### src/sv/gdap_pkg.sv
// Package of the graph diameter block: payload types, control struct and constants.
`timescale 1ns / 1ps
package gdap_pkg;

  localparam logic [5:0] DIST_INF       = 6'h3F;
  localparam logic [5:0] DIAM_MAX       = 6'd31;
  localparam logic [5:0] NODE_COUNT_RST = 6'd32;
  localparam logic       CMD_EDGE       = 1'b0;
  localparam logic       CMD_COMPUTE    = 1'b1;

  typedef struct packed {
    logic       cmd;
    logic [4:0] node_a;
    logic [4:0] node_b;
  } gdap_in_t;

  typedef struct packed {
    logic [4:0] diameter;
    logic       disconnected;
  } gdap_out_t;

  // Per-cycle commands from the sequencer to the datapath.
  typedef struct packed {
    logic clr_en;
    logic edge_en;
    logic relax_vld;
    logic ik_ld;
    logic scan_vld;
    logic scan_diag;
    logic acc_clr;
    logic report;
  } gdap_ctl_t;

endpackage

### src/sv/gdap_seq.sv
// Sequencer of the graph diameter block: node count register, loop counters and phases.
`timescale 1ns / 1ps
module gdap_seq #(
  parameter int MAX_NODES = 32
) (
  input  logic                            clk,
  input  logic                            rst_n,
  input  logic                            start,
  input  gdap_pkg::gdap_in_t              in_data,
  output logic                            busy,
  input  logic                            cfg_valid,
  output logic                            cfg_ready,
  input  logic [5:0]                      cfg_data,
  output gdap_pkg::gdap_ctl_t             ctl,
  output logic [2*$clog2(MAX_NODES)-1:0]  rd_a_addr,
  output logic [2*$clog2(MAX_NODES)-1:0]  rd_b_addr,
  output logic [2*$clog2(MAX_NODES)-1:0]  wr_addr
);

  localparam int IW   = $clog2(MAX_NODES);
  localparam int NCW  = $clog2(MAX_NODES + 1);
  localparam int CMPW = (NCW > 6) ? NCW : 6;

  typedef enum logic [6:0] {
    S_CLEAR = 7'b0000001,
    S_IDLE  = 7'b0000010,
    S_EDGE  = 7'b0000100,
    S_IK    = 7'b0001000,
    S_ROW   = 7'b0010000,
    S_SCAN  = 7'b0100000,
    S_DRAIN = 7'b1000000
  } gdap_state_t;

  gdap_state_t state_r, state_nxt;
  logic [5:0]    node_count_r;
  logic [IW-1:0] i_r, i_nxt, j_r, j_nxt, k_r, k_nxt;

  logic [CMPW-1:0] cnt_ext, max_ext, n_sat;
  logic [NCW-1:0]  n_eff;
  logic [IW-1:0]   last_idx;
  logic            accept, edge_ok, i_last, j_last, k_last;

  assign cfg_ready = 1'b1;
  assign busy      = (state_r != S_IDLE);
  assign accept    = start && !busy;

  // Node count saturated to the array size.
  assign cnt_ext  = CMPW'(node_count_r);
  assign max_ext  = CMPW'(MAX_NODES);
  assign n_sat    = (cnt_ext > max_ext) ? max_ext : cnt_ext;
  assign n_eff    = NCW'(n_sat);
  assign last_idx = IW'(n_eff - NCW'(1));

  assign edge_ok = (in_data.node_a != in_data.node_b)
                && (CMPW'(in_data.node_a) < n_sat)
                && (CMPW'(in_data.node_b) < n_sat);

  assign i_last = (i_r == last_idx);
  assign j_last = (j_r == last_idx);
  assign k_last = (k_r == last_idx);

  always_comb begin
    state_nxt = state_r;
    i_nxt     = i_r;
    j_nxt     = j_r;
    k_nxt     = k_r;
    ctl       = '0;
    rd_a_addr = {i_r, j_r};
    rd_b_addr = {k_r, j_r};
    wr_addr   = {i_r, j_r};
    case (state_r)
      S_CLEAR: begin
        ctl.clr_en = 1'b1;
        {i_nxt, j_nxt} = {i_r, j_r} + (2*IW)'(1);
        if (&{i_r, j_r}) begin
          state_nxt = S_IDLE;
        end
      end
      S_IDLE: begin
        wr_addr = {IW'(in_data.node_a), IW'(in_data.node_b)};
        if (accept) begin
          if (in_data.cmd == gdap_pkg::CMD_EDGE) begin
            if (edge_ok) begin
              ctl.edge_en = 1'b1;
              i_nxt       = IW'(in_data.node_b);
              j_nxt       = IW'(in_data.node_a);
              state_nxt   = S_EDGE;
            end
          end else begin
            ctl.acc_clr = 1'b1;
            i_nxt       = '0;
            j_nxt       = '0;
            k_nxt       = '0;
            state_nxt   = (n_eff == '0) ? S_DRAIN : S_IK;
          end
        end
      end
      S_EDGE: begin
        ctl.edge_en = 1'b1;
        state_nxt   = S_IDLE;
      end
      S_IK: begin
        rd_a_addr = {i_r, k_r};
        ctl.ik_ld = 1'b1;
        j_nxt     = '0;
        state_nxt = S_ROW;
      end
      S_ROW: begin
        ctl.relax_vld = 1'b1;
        if (j_last) begin
          if (i_last) begin
            i_nxt = '0;
            if (k_last) begin
              j_nxt     = '0;
              state_nxt = S_SCAN;
            end else begin
              k_nxt     = k_r + IW'(1);
              state_nxt = S_IK;
            end
          end else begin
            i_nxt     = i_r + IW'(1);
            state_nxt = S_IK;
          end
        end else begin
          j_nxt = j_r + IW'(1);
        end
      end
      S_SCAN: begin
        ctl.scan_vld  = 1'b1;
        ctl.scan_diag = (i_r == j_r);
        if (j_last) begin
          j_nxt = '0;
          if (i_last) begin
            state_nxt = S_DRAIN;
          end else begin
            i_nxt = i_r + IW'(1);
          end
        end else begin
          j_nxt = j_r + IW'(1);
        end
      end
      S_DRAIN: begin
        ctl.report = 1'b1;
        i_nxt      = '0;
        j_nxt      = '0;
        state_nxt  = S_CLEAR;
      end
      default: begin
        state_nxt = S_CLEAR;
        i_nxt     = '0;
        j_nxt     = '0;
      end
    endcase
  end

  always_ff @(posedge clk) begin
    if (!rst_n) begin
      state_r      <= S_CLEAR;
      node_count_r <= gdap_pkg::NODE_COUNT_RST;
      i_r          <= '0;
      j_r          <= '0;
      k_r          <= '0;
    end else begin
      state_r <= state_nxt;
      i_r     <= i_nxt;
      j_r     <= j_nxt;
      k_r     <= k_nxt;
      if (cfg_valid && cfg_ready) begin
        node_count_r <= cfg_data;
      end
    end
  end

endmodule

### config.mk
export PLATFORM = sky130hd
export DESIGN_NAME = gdap_seq
export DESIGN_NICKNAME = d
export VERILOG_FILES = /design/src/sv/gdap_pkg.sv /design/src/sv/gdap_seq.sv
export SDC_FILE = /design/constraint.sdc
export NUM_CORES = 1
export LEC_CHECK = 0
export BUFFER_PORTS_ARGS = -buffer_cell sky130_fd_sc_hd__buf_2
export CAP_MARGIN = 25
export CORE_MARGIN = 10
export CORE_UTILIZATION = 51
export CTS_BUF_LIST = sky130_fd_sc_hd__clkbuf_2 sky130_fd_sc_hd__clkbuf_4 sky130_fd_sc_hd__clkbuf_8
export DETAILED_ROUTE_END_ITERATION = 8
export GPL_TIMING_DRIVEN = 0
export PLACE_DENSITY_LB_ADDON = 0.05
export RECOVER_POWER = 50
export SKIP_CTS_REPAIR_TIMING = 1
export SLEW_MARGIN = 40
export SYNTH_ARGS = -nofsm -noshare
export SYNTH_HDL_FRONTEND = slang
export SYNTH_SLANG_ARGS = --single-unit
### constraint.sdc
create_clock -name clk -period 2.8 [get_ports clk]
set_input_delay 0.14 -clock clk [delete_from_list [all_inputs] [get_ports clk]]
set_output_delay 0.14 -clock clk [all_outputs]
set_load 0.01 [all_outputs]
==> results by group, run 1 <==
GRT
  – Met1 usage: a little under a quarter
  – Total gr overflow: 0
  – GRT Max-Usage Layer: met2
  – GRT Resource Usage Total: a little under a fifth
  – Met3 usage: between 3 and 4%
  – Global-route wire length before repair: between 10000 and 15000 um
  – Largest net degree at the start of global routing: 17
  – Initial antenna violation count: 0
  – Vias in the first global route: 2538
  – Grt met2 use: 30.8%

Synthesis
  – Syn avg cell area: ~8 um^2
  – Sequential-to-total area share from yosys stat: 22.1%
  – Synth Flop Type: dfxtp_1
  – Cell taking the most area after synthesis: dfxtp_1
  – Syn Std Cell Area: 0.00254 mm^2
  – Asr flop ratio synth: 0%
  – Post-Syn Instances: between 300 and 400
  – Post-synth EDFFs: 0
  – Synth unique cells: 57
  – Share of the synthesized area in the top cell type: between 20% and 30%
  – Warning count from the yosys run: 0
  – Synth Register Bits: 28
  – Largest cells by area after synthesis: dfxtp_1, xnor2_1, ha_1
  – Syn nets: 348

Clock tree
  – H-tree levels: 1
  – CTS buffer count: 3
  – CTS sink cnt: 28
  – CTS tree: yes
  – Root Buffer: clkbuf_8
  – Clk_lat worst skew: around 0.28 ns
  – Clock transition at path regs: 0.11 ns
  – CTS Buffer Depth: 2

Route
  – Avg WL per Cell: around 18 um
  – DRT Pass-1 Iters: 6
  – Antenna Violating Nets Remaining: 0
  – Vias per inst: between 5 and 6
  – Total number of vias: between 2k and 3k
  – Detailed-route wire length: between 8000 and 9000 um
  – Detailed router's first-iteration violation count: approximately 250
  – DRC viols: 0

Power and ir drop
  – Total power: 937 uW
  – Combinational share of power: between 10% and 20%
  – Power share of the clock group: 35.8%
  – Peak VDD IR: around 0.00018 V
  – Reg power frac: between 40 and 50%
  – Leak Pwr: 0.00150 uW
  – Sw Ratio: 27.1%
  – Sw power: 254 uW
  – Int Power: about 680 uW
  – Power density over the cells: around 290 mW/mm^2

Setup path
  – Slowest-stage cell, CP: or4_4
  – Cell Chain, Critical Path: buf_8, nand2b_4, ha_4, or4b_4, o211ai_4, xnor2_2, or4_4, nor3_4, nand4_1, mux2_4
  – Worst EP arrival: around 3.1 ns
  – Reg2reg path depth: 10
  – Critical Path RT: between 2 and 3 ns
  – Crit start category: register
  – Crit Path Class: reg -> reg
  – Crit end category: register
  – Delay of the slowest critical-path stage: between 0.5 and 0.6 ns
  – Crit-path max FO: 5

Floorplanning
  – DIE AREA: between 0.008 and 0.009 mm^2
  – Die width: 90.6 um
  – Core Rows: 25
  – Core box area: approximately 0.0048 mm^2
  – Die Ht: a little over 90 um
  – Ports: between 60 and 70
  – Initial Util: a little over half

Flow run
  – Max-Cap Viols: 0

Status
  – Outcome: finished with violations
  – Failing checks: negative setup slack

Timing
  – RSZ-0062 raised after global routing: yes
  – Clock period minus worst slack: around 3 ns
  – Final Max Slew Viols: 0
  – Fin crit share: 105%
  – Worst relative slew slack: 54.4%
  – Fin Clk Skew: 0.00389 ns
  – Final-report hold violation count: 0
  – Fmax: about 340 MHz
  – Final setup margin: -0.139 ns
  – Actual slew at the worst max-slew pin: ~0.68 ns
  – Final setup viols: 5

Final layout
  – Multi-input logic area: just under 0.002 mm^2
  – Antenna cells: 0
  – Commonest non-fill, non-tap cell in the layout: buf_2
  – Commonest non-fill, non-tap cells in the layout: buf_2, nand2_1, dfxtp_1, clkbuf_1, xnor2_1
  – # nets final: 425
  – Area growth syn-to-layout: 27.1%
  – Non-filler instance count after layout: between 400 and 500
  – Register area: around 560 um^2
  – Fill cells: between 400 and 500
  – Fin area: roughly 0.0032 mm^2
  – Share of cells above drive strength 1: roughly 27%

Place
  – Detailed Place HPWL: between 6000 and 7000 um
  – Port-buffer cells: 58
  – RePlAce Congestion: between 0.9 and 1
  – Post-placement cell area: 0.00297 mm^2
  – Placed Instances: 439

Hold path
  – Hold Path Cell Cnt: 3
  – Hold/Removal Path Class: in -> reg
[cell families after synthesis]
| logic type | count (synthesis) | synth area share [%] |
|---|---|---|
| simple gates | 123 | 27.3 |
| compound gates | 60 | 16.2 |
| xor+xnor | 32 | 12.1 |
| buf+inv | 31 | 4.83 |
| flops | 28 | 22.1 |
| mux | 26 | 10.9 |
| fa+ha+maj | 13 | 6.41 |
| other cells | 1 | 0.148 |
[sequential cells by signal, summed over array words and instances, names as in the netlist]
register and count:
cnt_ext 6, k_r 5, j_r 5, i_r 5, state_r 7
[path summary, 6_finish.rpt]
path / end / from / slack, ns
min reg2reg: state_r[5]$_SDFFE_PN0P_ / state_r[5]$_SDFFE_PN0P_ / 0.54
max reg2reg: k_r[3]$_SDFFE_PN0P_ / cnt_ext[5]$_SDFFE_PN1P_ / -0.14
min: cnt_ext[5]$_SDFFE_PN1P_ / cfg_data[5] / 0.06
max: k_r[3]$_SDFFE_PN0P_ / cnt_ext[5]$_SDFFE_PN1P_ / -0.14
[per-stage QoR]
| stage | setup slack (ns) | setup TNS (ns) | util, % | hold WS, ns |
|---|---|---|---|---|
| floorplan | -0.0459 | -0.0850 | - | 0.218 |
| global placement | -0.287 | -2.32 | 62.0 | 0.357 |
| detailed placement | -0.321 | -2.56 | 62.0 | 0.359 |
| CTS | -0.328 | -2.91 | 63.5 | 0.0666 |
| global route | -0.226 | -1.56 | 67.4 | 0.0938 |
| finish | -0.139 | -0.393 | 67.4 | 0.0607 |
[per-layer routing]
metal  part of all wire (%)  routed length (um)  vias up
met5                      0                   0        -
met4                    2.8                 224        0
met3                    4.9                 395       19
met2                     48                3910       94
met1                     44                3590     1240
li1                       -                   -     1277
[worst max-delay path, delay by kind of cell (launching register included)]
kind	cells	cell delay, ns
adders and majority gates	1	0.16
and+or+nand+nor	5	1.58
muxes	1	0.32
buffers and inverters	1	0.10
AOI/OAI and AO/OA	1	0.14
DFF	1	0.39
xor gates and xnor gates	1	0.13
[cells in the mapped netlist, types with 2 or more instances]
| cell | instances |
|---|---|
| nor2b_1 | 7 |
| o22ai_1 | 2 |
| and4_1 | 3 |
| o31ai_1 | 3 |
| xor2_1 | 11 |
| mux2_2 | 11 |
| a31oi_1 | 2 |
| o21a_1 | 3 |
| nor3_1 | 6 |
| nand4_1 | 3 |
| and3_1 | 6 |
| nor4_1 | 4 |
| a21oi_1 | 10 |
| o211a_1 | 2 |
| o221ai_1 | 2 |
| o221a_1 | 2 |
| ha_1 | 13 |
| nand2_1 | 29 |
| xnor2_1 | 19 |
| o31a_1 | 2 |
| nand2b_1 | 5 |
| xnor3_1 | 2 |
| dfxtp_1 | 28 |
| a21o_1 | 2 |
| a211oi_1 | 2 |
| a21boi_1 | 2 |
| a22oi_1 | 3 |
| o21ai_0 | 16 |
| inv_1 | 9 |
| and2_1 | 10 |
| buf_2 | 2 |
| mux2_1 | 2 |
| mux2i_1 | 13 |
| clkbuf_1 | 18 |
| or4b_1 | 3 |
| or3_1 | 2 |
| nand4b_1 | 6 |
| nor2_1 | 16 |
| nand3_1 | 15 |
[power by group through the flow]
stage,clock network [uW],logic [uW],registers [uW]
floorplan,0,109,426
global placement,0,166,426
detailed placement,0,169,426
CTS,339,170,417
global route,352,200,420
finish,335,184,418
[final cells by class]
cell class,instances,share of cell area (%)
multi-input combinational,255,61.1
sequential,28,17.5
timing repair buffer,73,12.2
buffer,20,3.18
tap,67,2.60
clock buffer,3,1.28
inverter,10,1.16
clock inverter,1,0.931
(Power assumes the default switching activity.)
==> run 2, diff against run 1 <==
--- a/config.mk
+++ b/config.mk
@@ -12,7 +12,7 @@
 export CTS_BUF_LIST = sky130_fd_sc_hd__clkbuf_2 sky130_fd_sc_hd__clkbuf_4 sky130_fd_sc_hd__clkbuf_8
 export DETAILED_ROUTE_END_ITERATION = 8
 export GPL_TIMING_DRIVEN = 0
-export PLACE_DENSITY_LB_ADDON = 0.05
+export PLACE_DENSITY = 0.8
 export RECOVER_POWER = 50
 export SKIP_CTS_REPAIR_TIMING = 1
 export SLEW_MARGIN = 40
==> run 2 against run 1 <==
The flow still finishes with violations (negative setup slack). Clock skew about the same. Sequential power about the same. Count of clock-buffer cells in the layout unchanged. Die area unchanged. Register-to-register slack about the same. Critical path type unchanged. Highest routed layer unchanged.
==> results by group, run 2 (synthesized netlist as in run 1, its figures left out) <==
Route
  – Avg WL per Cell: 18.2 um (+2.2%)
  – Antenna Violating Nets Remaining: 0 (unchanged)
  – Vias per inst: 6.00 (+4.3%)
  – DRC viols: 0 (unchanged)
  – Detailed router's first-iteration violation count: 232 (-5.3%)
  – DRT Pass-1 Iters: 5 (-1)
  – Detailed-route wire length: 8380 um (+3.1%)
  – Total number of vias: 2766 (+5.2%)

Floorplanning
  – Die width: 90.6 um (unchanged)
  – DIE AREA: 0.00820 mm^2 (unchanged)
  – Die Ht: 90.6 um (unchanged)
  – Initial Util: 53.0% (unchanged)
  – Ports: 61 (unchanged)
  – Core Rows: 25 (unchanged)
  – Core box area: 0.00479 mm^2 (unchanged)

Clock tree
  – CTS sink cnt: 28 (unchanged)
  – CTS buffer count: 3 (unchanged)
  – CTS Buffer Depth: 2 (unchanged)
  – Root Buffer: clkbuf_8
  – Clock transition at path regs: 0.11 ns (about the same)
  – Clk_lat worst skew: 0.29 ns (about the same)
  – CTS tree: yes
  – H-tree levels: 1 (unchanged)

Setup path
  – Crit start category: register
  – Reg2reg path depth: 10 (unchanged)
  – Worst Setup SP: cnt_ext[5]$_SDFFE_PN1P_
  – WP buf/inv: 1 (unchanged)
  – Delay of the slowest critical-path stage: 0.54 ns (about the same)
  – Stages on the worst setup path: 10 (unchanged)
  – Worst reg2reg path startpoint: cnt_ext[5]$_SDFFE_PN1P_
  – Reg2reg end: k_r[3]$_SDFFE_PN0P_
  – Delay-heaviest family, CP: simple AND/OR/NAND/NOR gates
  – Flop-to-flop setup slack: -0.15 ns (about the same)
  – Worst EP arrival: 3.13 ns (about the same)
  – Crit end category: register
  – Slowest-stage cell, CP: or4_4
  – Cell Chain, Critical Path: buf_8, nand2b_4, ha_4, or4b_4, o211ai_4, xnor2_4, or4_4, nor3_4, nand4_1, mux2_4
  – End of the critical path: k_r[3]$_SDFFE_PN0P_
  – Crit Path Class: reg -> reg
  – Critical Path RT: 2.98 ns (about the same)
  – Crit-path max FO: 6 (+1)

Status
  – Failing checks: negative setup slack
  – Outcome: finished with violations

Final layout
  – Antenna cells: 0 (unchanged)
  – Area growth syn-to-layout: 31.0%
  – Share of cells above drive strength 1: 31.5% (+4.5 points)
  – Number of flip-flops in the largest register: 7 (unchanged)
  – Biggest register: state_r
  – Commonest non-fill, non-tap cell in the layout: buf_2
  – # nets final: 429 (+0.94%)
  – Fin area: 0.00333 mm^2 (+3.1%)
  – Commonest non-fill, non-tap cells in the layout: buf_2, nand2_1, dfxtp_1, clkbuf_1, buf_4
  – Final Core Density: 69.5% (+2.1 points)

Place
  – Port-buffer cells: 58 (unchanged)
  – Post-placement cell area: 0.00297 mm^2 (unchanged)
  – RePlAce Congestion: 0.932 (+1.3%)
  – Detailed Place HPWL: 6180 um (about the same)

Timing
  – Actual slew at the worst max-slew pin: 0.599 ns (-0.0777 ns)
  – Final setup margin: -0.148 ns (-0.00889 ns)
  – Clock period minus worst slack: 2.95 ns (+0.00889 ns)
  – Minimum hold slack: 0.0758 ns (+0.0151 ns)
  – Setup TNS: -0.392 ns (+0.000474 ns)
  – Fin crit share: 105% (+0.32 points)
  – Final-report hold violation count: 0 (unchanged)
  – Fin Clk Skew: 0.00403 ns (+0.000140 ns)
  – Worst relative slew slack: 59.7% (+5.2 points)
  – RSZ-0062 raised after global routing: yes
  – Fmax: 339 MHz (-0.30%)
  – Final setup viols: 5 (unchanged)
  – Final Max Slew Viols: 0 (unchanged)

GRT
  – Total gr overflow: 0 (unchanged)
  – Global-route wire length before repair: 13200 um (+3.8%)
  – Vias in the first global route: 2636 (+3.9%)
  – GRT Resource Usage Total: 18.9% (+0.39 points)
  – Largest net degree at the start of global routing: 17 (unchanged)
  – Initial antenna violation count: 0 (unchanged)

Power and ir drop
  – Leak Pwr: 0.00155 uW (+3.7%)
  – Power density over the cells: 286 mW/mm^2 (-1.6%)
  – Peak VDD IR: 0.000204 V (+12%)

Flow run
  – Max-Cap Viols: 0 (unchanged)

Hold path
  – Hold/Removal Path Class: in -> reg
-- run 2: final cells by class --
type                       count  area, um^2
multi-input combinational    255        2030
sequential                    28         564
inverter                      10        37.5
tap                           67        83.8
clock buffer                   3        41.3
fill                         394        1460
timing repair buffer          77         430
clock inverter                 1        30.0
buffer                        20         108
-- run 2: how the worst min path moves through the flow --
stage,startpoint,end,slack [ns],cells past startpoint
floorplan,in_data[10],state_r[2]$_SDFFE_PN0P_,0.22,1
global placement,cfg_data[5],cnt_ext[5]$_SDFFE_PN1P_,0.36,3
detailed placement,cfg_data[5],cnt_ext[5]$_SDFFE_PN1P_,0.38,3
CTS,cfg_data[5],cnt_ext[5]$_SDFFE_PN1P_,0.08,3
global route,cfg_data[5],cnt_ext[5]$_SDFFE_PN1P_,0.08,3
finish,cfg_data[5],cnt_ext[5]$_SDFFE_PN1P_,0.08,3
-- run 2: worst reg2reg max path, cell delays in order (launching register included) --
cell,delay [ns]
dfxtp_4,0.40
buf_8,0.12
nand2b_4,0.15
ha_4,0.16
or4b_4,0.47
o211ai_4,0.17
xnor2_4,0.11
or4_4,0.54
nor3_4,0.24
nand4_1,0.16
mux2_4,0.32
-- run 2: stage by stage --
step                worst slack [ns]  power, uW  cells
finish                        -0.148        950    461
CTS                           -0.309        923    443
detailed placement            -0.290        594    439
global route                  -0.210        994    461
global placement              -0.269        589    439
floorplan                    -0.0459        534    314
-- run 2: power by group --
part	internal [uW]	total (uW)	switching [uW]
registers	407	417	10.4
logic	92.6	198	105
clock network	192	336	144
total	691	950	259
-- run 2: metal layers --
metal  wire [um]  share of wire [%]  GRT usage [%]  vias up
met5           0                  0              0        -
met4         279                3.3           6.90        0
met3         595                7.1           5.57       27
met2        4040                 48           31.6      145
met1        3470                 41           22.1     1303
li1            -                  -              -     1291
